**config.mk**
```make
export PLATFORM = sky130hd
export DESIGN_NAME = vn4_hash
export DESIGN_NICKNAME = d
export VERILOG_FILES = /design/src/rtl/vn4_pkg.sv /design/src/rtl/vn4_hash.sv
export SDC_FILE = /design/constraint.sdc
export NUM_CORES = 2
export LEC_CHECK = 0
export BUFFER_PORTS_ARGS = -buffer_cell sky130_fd_sc_hd__buf_4
export CORE_MARGIN = 2
export CORE_UTILIZATION = 45
export CTS_CLUSTER_SIZE = 12
export DETAILED_ROUTE_END_ITERATION = 12
export PLACE_DENSITY = 0.58
export SYNTH_ARGS = -nofsm -noshare
export SYNTH_HDL_FRONTEND = slang
export SYNTH_SLANG_ARGS = --single-unit
```
**constraint.sdc**
```tcl
create_clock -name clk -period 20.8 [get_ports clk]
set_input_delay 4.16 -clock clk [delete_from_list [all_inputs] [get_ports clk]]
set_output_delay 4.16 -clock clk [all_outputs]
set_load 0.02 [all_outputs]
```
**src/rtl/vn4_pkg.sv**
```systemverilog
// ----------------------------------------------------------------------------
// vn4_pkg: shared types and constants for the 4-d value noise core
// table geometry, fixed-point widths, hash and reduction schedule, codes
// ----------------------------------------------------------------------------
package vn4_pkg;

  localparam int TableSize  = 256;
  localparam int IdxBits    = $clog2(TableSize);
  localparam int FracBits   = 8;
  localparam int ValueBits  = 16;
  localparam int CoordBits  = 16;

  // hash chain schedule: 2 + 4 + 8 + 16 permutation reads
  localparam int PermReads   = 30;
  localparam int Level1Start = 2;
  localparam int Level2Start = 6;
  localparam int Level3Start = 14;
  localparam int HashRegs    = Level3Start;

  // reduction schedule: 8 lerps over x, 4 over y, 2 over z, 1 over t
  localparam int NumCorners = 16;
  localparam int NumLerps   = NumCorners - 1;
  localparam int LerpYStart = 8;
  localparam int LerpZStart = 12;
  localparam int LerpTStart = 14;

  typedef logic [IdxBits-1:0]          idx_t;
  typedef logic [FracBits-1:0]         frac_t;
  typedef logic signed [ValueBits-1:0] value_t;

  localparam value_t ValueMostNeg = {1'b1, {(ValueBits-1){1'b0}}};
  localparam value_t ValueFloor   = {1'b1, {(ValueBits-2){1'b0}}, 1'b1};

  typedef enum logic [1:0] {
    MODE_LOAD_NOISE = 2'd0,
    MODE_LOAD_PERM  = 2'd1,
    MODE_QUERY      = 2'd2
  } mode_t;

  typedef enum logic [1:0] {
    ST_IDLE,
    ST_RUN,
    ST_HOLD
  } state_t;

  typedef struct packed {
    idx_t x;
    idx_t y;
    idx_t z;
    idx_t t;
  } lattice_t;

  typedef struct packed {
    frac_t x;
    frac_t y;
    frac_t z;
    frac_t t;
  } weights_t;

endpackage

```
**src/rtl/vn4_hash.sv**
```systemverilog
// ----------------------------------------------------------------------------
// vn4_hash: permutation memory and chained corner hash
// one permutation read per cycle, levels t, z, y, x; the x level yields
// the 16 noise addresses in corner order (x fastest, then y, z, t)
// ----------------------------------------------------------------------------
module vn4_hash (
  input  logic              clk,
  input  logic              rst,
  input  logic              load_en,
  input  vn4_pkg::idx_t     load_address,
  input  vn4_pkg::idx_t     load_value,
  input  logic              start,
  input  vn4_pkg::lattice_t lattice,
  output logic              corner_valid,
  output vn4_pkg::idx_t     corner_address
);

  localparam int StepBits = $clog2(vn4_pkg::PermReads);
  localparam int HashBits = $clog2(vn4_pkg::HashRegs);

  vn4_pkg::idx_t         mem [vn4_pkg::TableSize];
  vn4_pkg::idx_t         hash_reg [vn4_pkg::HashRegs];
  vn4_pkg::idx_t         rd_data;
  vn4_pkg::idx_t         base;
  vn4_pkg::idx_t         parent;
  vn4_pkg::idx_t         rd_address;
  vn4_pkg::idx_t         mem_address;
  logic [StepBits-1:0]   step;
  logic [StepBits-1:0]   step_d;
  logic [StepBits-1:0]   parent_step;
  logic                  busy;
  logic                  rd_valid;

  // step k reads parent hash (k/2 - 1); hashes are stored at their own step
  assign parent_step = (step >> 1) - StepBits'(1);

  always_comb begin
    if (step < StepBits'(vn4_pkg::Level1Start)) begin
      base   = lattice.t;
      parent = '0;
    end else if (step < StepBits'(vn4_pkg::Level2Start)) begin
      base   = lattice.z;
      parent = hash_reg[parent_step[HashBits-1:0]];
    end else if (step < StepBits'(vn4_pkg::Level3Start)) begin
      base   = lattice.y;
      parent = hash_reg[parent_step[HashBits-1:0]];
    end else begin
      base   = lattice.x;
      parent = hash_reg[parent_step[HashBits-1:0]];
    end
  end

  // low step bit selects the +1 corner on this axis; sums wrap on the table
  assign rd_address  = base + parent + vn4_pkg::idx_t'(step[0]);
  assign mem_address = load_en ? load_address : rd_address;

  always_ff @(posedge clk) begin
    if (load_en) begin
      mem[mem_address] <= load_value;
    end
    rd_data <= mem[mem_address];
  end

  always_ff @(posedge clk) begin
    if (rst) begin
      busy     <= 1'b0;
      step     <= '0;
      rd_valid <= 1'b0;
    end else begin
      rd_valid <= busy;
      if (start) begin
        busy <= 1'b1;
        step <= '0;
      end else if (busy) begin
        if (step == StepBits'(vn4_pkg::PermReads - 1)) begin
          busy <= 1'b0;
        end
        step <= step + StepBits'(1);
      end
    end
  end

  always_ff @(posedge clk) begin
    step_d <= step;
    if (rd_valid && step_d < StepBits'(vn4_pkg::Level3Start)) begin
      hash_reg[step_d[HashBits-1:0]] <= rd_data;
    end
  end

  assign corner_valid   = rd_valid && (step_d >= StepBits'(vn4_pkg::Level3Start));
  assign corner_address = rd_data;

endmodule

```
==> metrics.yaml <==
synth-seq-cells: 2180
skew_ns: 0.0601
grt_pass1_vias: 45100
arrival_ns: 11.16
crit_path_end_kind: "register"
area_delta_synth_final_pct: 12.5
vias: 46100
final_util: 0.508
place_ws_ns: 9.51
grt_overflow: 0
relSlewSlack: 0.190
cts.reportedPaths.clkPinSlew_ns: 0.06
root_buffer: "clkbuf_16"
final_max_slew_viol_count: 0
whs_ns: 0.446
grt_start_max_net_pins: 133
place_inst: 7021
worstSetupPathType: "input port to register"
antenna_found_initial: 7
synth_edf_count: 2160
p_sw_frac: 0.247
worstPathRequired_ns: 21.53
power_density_nw_per_um2: 100
synth_cell_types: 68
total_power_mw: 9.63
max-vdd-ir-drop_mv: 0.0639
cts_sinks: 2180
ys_warn_count: 0
max_freq_mhz: 95.8
status: "finished, final reports clean"
finalCritPeriodShare: 0.502
drive_gt1_frac: 0.203
die-area_um2: 194000
finalWirelength_mm: 250
avgSynthCellArea_um2: 18.7
pwr-share-comb: 0.104
synthTopCellsByArea: "edfxtp_1, mux4_2, nand2_1, nor2_1, mux2i_1"
ant_nets: 0
cts_hold_buf: 0
clk-insertion-delay-late_ns: 0.87
worstSetupStartpointType: "input port"
grt_pass1_wl_mm: 352
syn-cell-area_um2: 85600
largest_register_ffs: 2048
reg2reg_slack_ns: 11.73
nets: 4799
ctsHtreeMaxLevel: 4
p_int_mw: 7.25
port_buffers: 60
final_cell_mix: "edfxtp_1, nand2_1, mux4_2"
io_pins: 61
core.rowCount: 160
hold_violations: 0
drcViolationCount: 0
critPathMaxFanout: 49
finalSetupTns_ns: 0
die_w_um: 440
clockBufferDepth: 3
seq_power_share: 0.509
cts_resized: 0
power.switching_mw: 2.38
design_area_um2: 96300
synth_top_area_share: 0.758
setup_ws_ns: 10.36
ys_seq_area_frac: 0.763
cts_setup_buffers: 0
stdcell_count: 7424
core_um2: 190000
drtIter0Drc: 6611
numCtsBuffers: 223
rsz0062_at_grt: "no"
grtUsageTotal: 0.259
gp_congestion: 0.867
start_util: 0.451
avgViaCountPerCell: 6.21
synthesis.nets: 4636
worst_slew_pin_slew_ns: 1.21
pwr-share-clk: 0.387
dpl_cell_area_um2: 89500
wire_per_inst_um: 33.6
yosysTopAreaCell: "edfxtp_1"
yosys_most_used_dff: "edfxtp_1"
drtPass1Iterations: 6
final-setup-viol-count: 0
p_leak_nw: 30.2
cts_tree: "done"
drv_cap: 0
async_reset_ff_frac: 0
syn_inst: 4572
min_period_ns: 10.44
final_common_cell: "edfxtp_1"
dp_hpwl_mm: 150
hp-class: "register to register"
die_h_um: 440
-- cell families (layout without fill, tap and decap cells) --
family	count (synthesis)	in the layout	share of synthesized area
muxes	572	572	0.134
DFF	2180	2180	0.763
adders and majority gates	12	12	0.00193
AOI/OAI and AO/OA	362	362	0.0297
buffers and inverters	274	609	0.0137
other	0	6	0
xor gates and xnor gates	10	10	0.00102
and+or+nand+nor	1162	1162	0.0570
-- Yosys cell counts (all sizes together) (5+ instances only) --
master,instances
edfxtp,2160
nand2,550
mux4,458
nor2,309
buf,148
nand3,146
clkbuf,121
mux2i,111
a21oi,75
nor3,71
a31oi,42
a32oi,40
o21ai,31
nand4,27
o22ai,27
and3,25
a22oi,23
dfxtp,20
a211oi,19
a221oi,13
a22o,12
a311oi,12
a2111oi,10
ha,10
o211ai,8
nor4,7
o221ai,7
a32o,6
o31ai,6
inv,5
nand2b,5
xnor2,5
xor2,5
-- layer usage --
metal / up-vias / part of all wire / track usage
met2: 2389 / 0.46 / 0.392
li1: 18800 / - / -
met3: 427 / 0.093 / 0.0534
met4: 2 / 0.041 / 0.101
met5: - / 0.000080 / 0
met1: 24400 / 0.40 / 0.369
-- worst paths after layout --
path / from / endpoint / cells after the start
setup / recovery: lattice[24] / corner_address[4]$_DFF_P_ / 18
hold / removal: step[2]$_SDFFE_PP0P_ / step_d[2]$_DFF_P_ / 0
setup reg to reg: step[1]$_SDFFE_PP0P_ / corner_address[4]$_DFF_P_ / 20
hold reg to reg: step[2]$_SDFFE_PP0P_ / step_d[2]$_DFF_P_ / 0
-- cell type report --
| class | count | area, um^2 |
|---|---|---|
| clock buffers | 301 | 6000 |
| inverters | 5 | 18.8 |
| clock inverters | 96 | 709 |
| repair buffers | 207 | 1690 |
| flip-flops and latches | 2180 | 65300 |
| fillers | 15200 | 93300 |
| diodes | 6 | 15.0 |
| well taps | 2511 | 3140 |
| multi-input cells | 2118 | 19400 |
-- worst max-delay path, cell delays in order --
cell and delay [ns]:
buf_4 0.11, a22o_1 0.22, a21oi_1 0.14, o21ai_0 0.20, fa_1 0.50, fa_1 0.49
xor2_1 0.66, o21a_4 0.70, buf_4 0.79, buf_4 0.68, buf_4 0.70, mux2i_1 0.26
a32oi_1 0.07, and3_1 0.25, nor3_1 0.56, nor4_1 0.23, a22oi_1 0.23, mux2i_1 0.11
-- power by group through the flow --
| stage | registers (mW) | clock network (mW) | logic, mW |
|---|---|---|---|
| after global placement | 4.99 | 0 | 0.989 |
| after detailed placement | 4.99 | 0 | 0.998 |
| after floorplan | 4.98 | 0 | 0.531 |
| final | 4.90 | 3.73 | 0.998 |
| after global routing | 4.90 | 3.94 | 1.04 |
| after CTS | 4.90 | 3.77 | 1.00 |
No activity file was read; power rests on OpenSTA's default activity.
