File: config.mk
export PLATFORM = sky130hd
export DESIGN_NAME = vn4_interp
export DESIGN_NICKNAME = d
export VERILOG_FILES = /design/src/rtl/vn4_pkg.sv /design/src/rtl/vn4_interp.sv
export SDC_FILE = /design/constraint.sdc
export NUM_CORES = 1
export LEC_CHECK = 0
export ABC_CLOCK_PERIOD_IN_PS = 9800
export BUFFER_PORTS_ARGS = -buffer_cell sky130_fd_sc_hd__buf_4
export CAP_MARGIN = 20
export CORE_ASPECT_RATIO = 1.75
export CORE_UTILIZATION = 55
export CTS_BUF_LIST = sky130_fd_sc_hd__clkbuf_4 sky130_fd_sc_hd__clkbuf_8
export DETAILED_ROUTE_END_ITERATION = 6
export PLACE_DENSITY_LB_ADDON = 0.3
export SYNTH_ARGS = -nofsm -noshare
export SYNTH_HDL_FRONTEND = slang
export SYNTH_SLANG_ARGS = --single-unit
File: constraint.sdc
create_clock -name clk -period 9.8 [get_ports clk]
set_input_delay 0 -clock clk [delete_from_list [all_inputs] [get_ports clk]]
set_output_delay 0 -clock clk [all_outputs]
set_load 0.05 [all_outputs]
File: src/rtl/vn4_pkg.sv
// ----------------------------------------------------------------------------
// vn4_pkg: shared types and constants for the 4-d value noise core
// table geometry, fixed-point widths, hash and reduction schedule, codes
// ----------------------------------------------------------------------------
package vn4_pkg;

  localparam int TableSize  = 256;
  localparam int IdxBits    = $clog2(TableSize);
  localparam int FracBits   = 8;
  localparam int ValueBits  = 16;
  localparam int CoordBits  = 16;

  // hash chain schedule: 2 + 4 + 8 + 16 permutation reads
  localparam int PermReads   = 30;
  localparam int Level1Start = 2;
  localparam int Level2Start = 6;
  localparam int Level3Start = 14;
  localparam int HashRegs    = Level3Start;

  // reduction schedule: 8 lerps over x, 4 over y, 2 over z, 1 over t
  localparam int NumCorners = 16;
  localparam int NumLerps   = NumCorners - 1;
  localparam int LerpYStart = 8;
  localparam int LerpZStart = 12;
  localparam int LerpTStart = 14;

  typedef logic [IdxBits-1:0]          idx_t;
  typedef logic [FracBits-1:0]         frac_t;
  typedef logic signed [ValueBits-1:0] value_t;

  localparam value_t ValueMostNeg = {1'b1, {(ValueBits-1){1'b0}}};
  localparam value_t ValueFloor   = {1'b1, {(ValueBits-2){1'b0}}, 1'b1};

  typedef enum logic [1:0] {
    MODE_LOAD_NOISE = 2'd0,
    MODE_LOAD_PERM  = 2'd1,
    MODE_QUERY      = 2'd2
  } mode_t;

  typedef enum logic [1:0] {
    ST_IDLE,
    ST_RUN,
    ST_HOLD
  } state_t;

  typedef struct packed {
    idx_t x;
    idx_t y;
    idx_t z;
    idx_t t;
  } lattice_t;

  typedef struct packed {
    frac_t x;
    frac_t y;
    frac_t z;
    frac_t t;
  } weights_t;

endpackage

File: src/rtl/vn4_interp.sv
// ----------------------------------------------------------------------------
// vn4_interp: corner queue and shared lerp unit
// corners fill a shift queue; each lerp pops two, and all but the last append
// their result, so the x, y, z and t levels fall out in breadth-first order
// ----------------------------------------------------------------------------
module vn4_interp (
  input  logic              clk,
  input  logic              rst,
  input  logic              start,
  input  vn4_pkg::weights_t weights,
  input  logic              corner_valid,
  input  vn4_pkg::value_t   corner_value,
  output logic              done,
  output vn4_pkg::value_t   result
);

  localparam int CountBits = $clog2(vn4_pkg::NumCorners + 1);
  localparam int LerpBits  = $clog2(vn4_pkg::NumLerps + 1);
  localparam int DiffBits  = vn4_pkg::ValueBits + 1;
  localparam int ProdBits  = DiffBits + vn4_pkg::FracBits + 1;
  localparam int SumBits   = vn4_pkg::ValueBits + vn4_pkg::FracBits + 2;
  localparam logic signed [SumBits-1:0] HalfStep = SumBits'(1) << (vn4_pkg::FracBits - 1);

  vn4_pkg::value_t             queue [vn4_pkg::NumCorners];
  logic [CountBits-1:0]        count;
  logic [CountBits-1:0]        corners;
  logic [CountBits-1:0]        push_pos;
  logic [LerpBits-1:0]         issued;
  logic                        pop;
  logic                        push_en;
  vn4_pkg::value_t             push_data;
  vn4_pkg::frac_t              weight;
  logic signed [DiffBits-1:0]  diff;
  logic signed [ProdBits-1:0]  prod;
  logic signed [SumBits-1:0]   sum;
  vn4_pkg::value_t             lerp_value;
  logic                        s1_valid;
  logic                        s1_last;
  vn4_pkg::value_t             s1_base;
  logic signed [ProdBits-1:0]  s1_prod;

  assign pop = (corners == CountBits'(vn4_pkg::NumCorners))
            && (issued != LerpBits'(vn4_pkg::NumLerps))
            && (count >= CountBits'(2));

  always_comb begin
    if (issued < LerpBits'(vn4_pkg::LerpYStart)) begin
      weight = weights.x;
    end else if (issued < LerpBits'(vn4_pkg::LerpZStart)) begin
      weight = weights.y;
    end else if (issued < LerpBits'(vn4_pkg::LerpTStart)) begin
      weight = weights.z;
    end else begin
      weight = weights.t;
    end
  end

  // a*(1-w) + b*w == a*one + (b-a)*w
  assign diff = {queue[1][vn4_pkg::ValueBits-1], queue[1]}
              - {queue[0][vn4_pkg::ValueBits-1], queue[0]};
  assign prod = diff * $signed({1'b0, weight});

  assign sum = (SumBits'(s1_base) <<< vn4_pkg::FracBits) + SumBits'(s1_prod) + HalfStep;
  assign lerp_value = vn4_pkg::value_t'(sum >>> vn4_pkg::FracBits);

  assign push_en   = corner_valid || (s1_valid && !s1_last);
  assign push_data = corner_valid ? corner_value : lerp_value;
  assign push_pos  = pop ? count - CountBits'(2) : count;

  always_ff @(posedge clk) begin
    for (int i = 0; i < vn4_pkg::NumCorners; i++) begin
      if (push_en && push_pos == CountBits'(i)) begin
        queue[i] <= push_data;
      end else if (pop && i < vn4_pkg::NumCorners - 2) begin
        queue[i] <= queue[(i + 2) % vn4_pkg::NumCorners];
      end
    end
    s1_base <= queue[0];
    s1_prod <= prod;
    s1_last <= (issued == LerpBits'(vn4_pkg::NumLerps - 1));
    result  <= lerp_value;
  end

  always_ff @(posedge clk) begin
    if (rst) begin
      count    <= '0;
      corners  <= '0;
      issued   <= '0;
      s1_valid <= 1'b0;
      done     <= 1'b0;
    end else begin
      s1_valid <= pop;
      done     <= s1_valid && s1_last;
      if (start) begin
        count   <= '0;
        corners <= '0;
        issued  <= '0;
      end else begin
        count <= push_pos + CountBits'(push_en);
        if (corner_valid) begin
          corners <= corners + CountBits'(1);
        end
        if (pop) begin
          issued <= issued + LerpBits'(1);
        end
      end
    end
  end

endmodule
==> flow_summary.json <==
{
  "r2r_cells": 25,
  "wl_um": 41500,
  "critPathKind": "flop to flop",
  "synth_async_sr_flop_share_pct": 0,
  "maxCapViolations": 0,
  "drv_slew": 0,
  "skew_ns": 0.0195,
  "setup_ws_ns": 2.80,
  "grtUsageMet1_pct": 23.5,
  "die_y_um": 246,
  "hold_path.class": "input port to flop",
  "std_cell_rows": 89,
  "start_kind": "flop",
  "whs_path_depth": 4,
  "die_w_um": 142,
  "grt_pass1_vias": 13500,
  "clockBufferDepth": 3,
  "worst_slew_pin_slew_ns": 1.05,
  "slew_headroom_pct": 30.1,
  "antenna-diode-count": 0,
  "grt_util_all_layers_pct": 24.5,
  "whs_ns": 0.0464,
  "post-route-period-util_pct": 71.4,
  "r2r-start": "queue[0][0]$_DFFE_PP_",
  "cp_max_fo": 8,
  "finalSetupTns_ns": 0,
  "overflow": 0,
  "grt_use_met3_pct": 3.48,
  "pin_count": 69,
  "pre_cts_ws_ns": 2.81,
  "run_status": "complete, no violations",
  "grt_first_pass_wirelength_um": 65700,
  "hp-start": "corner_value[4]",
  "core_um2": 33600,
  "cts_sinks": 322,
  "r2r_end": "s1_prod[23]$_DFF_P_",
  "synth.distinct_cells": 73,
  "cts_tree": "done",
  "vias": 12900,
  "regArea_um2": 9010,
  "multi_input_area_um2": 8560,
  "clk_pin_slew_ns": 0.06,
  "yosys_warnings": 0,
  "clkLatencyLatePin_ns": 0.58,
  "vias_per_cell": 5.46,
  "crit_required_ns": 10.26,
  "rsz0062_at_grt": "false",
  "antenna_found_initial": 0,
  "finalHoldViolCount": 0,
  "area_delta_synth_final_pct": 10.7,
  "fillers": 2731,
  "syn-cell-area_um2": 18700,
  "dp_hpwl_um": 31100,
  "arrival_ns": 7.46,
  "numCtsBuffers": 45,
  "met2_usage_pct": 48.4,
  "final.min_clock_period_ns": 7.00,
  "fmax_mhz": 143,
  "start_util_pct": 55.7,
  "finalSetupViolCount": 0,
  "port_buffers": 68,
  "synth_edf_count": 256,
  "rrSetupSlack_ns": 2.80,
  "nets": 2109,
  "synth_seq_cells": 322,
  "grt_max_degree": 34,
  "drtIter0Drc": 630,
  "firstDrtPassIters": 5,
  "synth-seq-area-share_pct": 48.1,
  "ctsHtreeMaxLevel": 2,
  "hold_end": "queue[1][116]$_DFFE_PP_",
  "ys.flop_type": "edfxtp_1",
  "drive_gt1_share_pct": 12.1,
  "grt_busiest_layer": "met2",
  "drc": 0,
  "place.gp.congestion": 0.946,
  "synthCells": 1791,
  "routedWlPerCell_um": 17.6,
  "detail-route-antenna-nets": 0,
  "root_buffer": "clkbuf_8",
  "syn_avg_cell_area_um2": 10.5,
  "syn_nets": 2027,
  "die_area_um2": 34900,
  "cts_resized": 0,
  "critPathCaptureType": "flop"
}
## through the flow
| stage | util [%] | cells | cell area [um^2] |
|---|---|---|---|
| CTS | 61.6 | 2360 | 20700 |
| finish | 61.7 | 2362 | 20800 |
| detailed placement | 58.6 | 2264 | 19700 |
| floorplan | - | 1791 | 18700 |
| global placement | 58.5 | 2263 | 19700 |
| global route | 61.7 | 2362 | 20800 |
## routing by layer
metal	part of all wire, %	vias up	wire length, um
met5	0	-	0
met4	5.4	0	2260
met3	3.7	130	1540
met2	56	290	23300
met1	35	6280	14400
li1	-	6204	-
## synth_stat cells (all sizes together) (2+ instances only)
cell type | count | area share [%]
a211oi | 5 | 0.20
a21boi | 2 | 0.080
a21o | 13 | 0.52
a21oi | 242 | 6.8
a221o | 2 | 0.11
a31oi | 20 | 0.67
and2 | 10 | 0.33
and3 | 2 | 0.067
buf | 50 | 1.7
clkbuf | 35 | 0.70
dfxtp | 66 | 7.0
edfxtp | 256 | 41
fa | 104 | 11
ha | 80 | 5.3
inv | 207 | 4.1
mux2 | 3 | 0.18
mux2i | 20 | 1.1
nand2 | 93 | 1.9
nand2b | 23 | 0.77
nand3 | 8 | 0.21
nand4 | 4 | 0.17
nor2 | 315 | 6.3
nor2b | 12 | 0.40
nor3 | 16 | 0.43
nor3b | 2 | 0.11
nor4 | 3 | 0.10
o2111ai | 3 | 0.17
o211a | 2 | 0.11
o211ai | 5 | 0.25
o21a | 19 | 0.76
o21ai | 62 | 2.3
o21bai | 2 | 0.080
o31a | 3 | 0.14
o31ai | 3 | 0.15
or2 | 3 | 0.10
or3 | 10 | 0.33
xnor2 | 39 | 1.8
xor2 | 27 | 1.3
## timing repair
item / 4_1_cts / 5_1_grt
buffers inserted: 0 / 0
endpoints found under the hold margin: 70 / 0
hold buffers: 15 / 0
setup endpoints to repair: 0 / 0
## state kept, by name (all words and copies together) (netlist names)
signal and cells:
queue 256, s1_valid 1, result 16, s1_prod 17, s1_last 1, issued 4, corners 5, count 5
done 1, s1_base 16
## logic make-up (layout without fill, tap and decap cells)
| logic type | Yosys count | after routing | share of synthesized area [%] |
|---|---|---|---|
| buffers and inverters | 292 | 408 | 6.54 |
| DFF | 322 | 322 | 48.1 |
| adders and majority gates | 184 | 184 | 16.4 |
| AOI/OAI and AO/OA | 393 | 393 | 12.9 |
| muxes | 23 | 23 | 1.25 |
| and+or+nand+nor | 511 | 511 | 11.8 |
| xor gates and xnor gates | 66 | 66 | 3.08 |
## worst max-delay path, stage by stage, from the launching register on
cell and delay (ns):
edfxtp_1 0.39, ha_1 0.24, fa_1 0.44, nor2b_1 0.16, o31a_1 0.23, o21ai_0 0.11, nand2b_1 0.15, a21o_1 0.13
a21oi_1 0.07, xnor2_1 0.46, and2_1 0.23, fa_1 0.43, fa_1 0.48, fa_1 0.54, inv_1 0.05, fa_1 0.54
inv_1 0.05, ha_1 0.34, a21o_1 0.17, a21o_1 0.20, nor4b_1 0.35, a21oi_2 0.20, a221oi_4 0.34, o2111ai_2 0.23
o31ai_2 0.24, xnor2_1 0.10
## cell type report
cell class / count / share of cell area [%]
clock buffer: 59 / 3.52
tap: 455 / 2.74
sequential: 322 / 43.4
timing repair buffer: 120 / 4.59
multi-input combinational: 1177 / 41.3
inverter: 207 / 3.74
clock inverter: 22 / 0.747
## placed cells by master, fill, tap and decap left out, types with 12 or more instances in the layout
master         instances
nand2b_1              23
nor2b_1               12
ha_1                  80
inv_1                207
o21ai_1               21
clkbuf_8              46
fa_1                 104
edfxtp_1             256
clkinv_1              14
a21oi_2               16
a21o_1                13
nor2_1               314
dlygate4sd3_1         15
clkbuf_4              13
xnor2_1               39
buf_4                103
dfxtp_1               66
mux2i_1               13
o21a_1                19
nand2_1               93
o21ai_0               27
xor2_1                27
nor3_1                15
a31oi_1               19
a21oi_1              226
## how the worst max path moves through the flow
| stage | slack, ns | to | from | cells after the start |
|---|---|---|---|---|
| after floorplan | 3.46 | s1_prod[23]$_DFF_P_ | queue[0][0]$_DFFE_PP_ | 25 |
| after global placement | 3.00 | s1_prod[23]$_DFF_P_ | queue[0][0]$_DFFE_PP_ | 25 |
| after detailed placement | 2.81 | s1_prod[23]$_DFF_P_ | queue[0][0]$_DFFE_PP_ | 25 |
| after CTS | 2.76 | s1_prod[23]$_DFF_P_ | queue[0][0]$_DFFE_PP_ | 25 |
| after global routing | 2.31 | s1_prod[23]$_DFF_P_ | queue[0][0]$_DFFE_PP_ | 26 |
| final | 2.80 | s1_prod[23]$_DFF_P_ | queue[0][0]$_DFFE_PP_ | 25 |
Power is left out: the tool's default activity adds up to more than one toggle a clock period on the data nets, which glitch-free logic cannot reach.
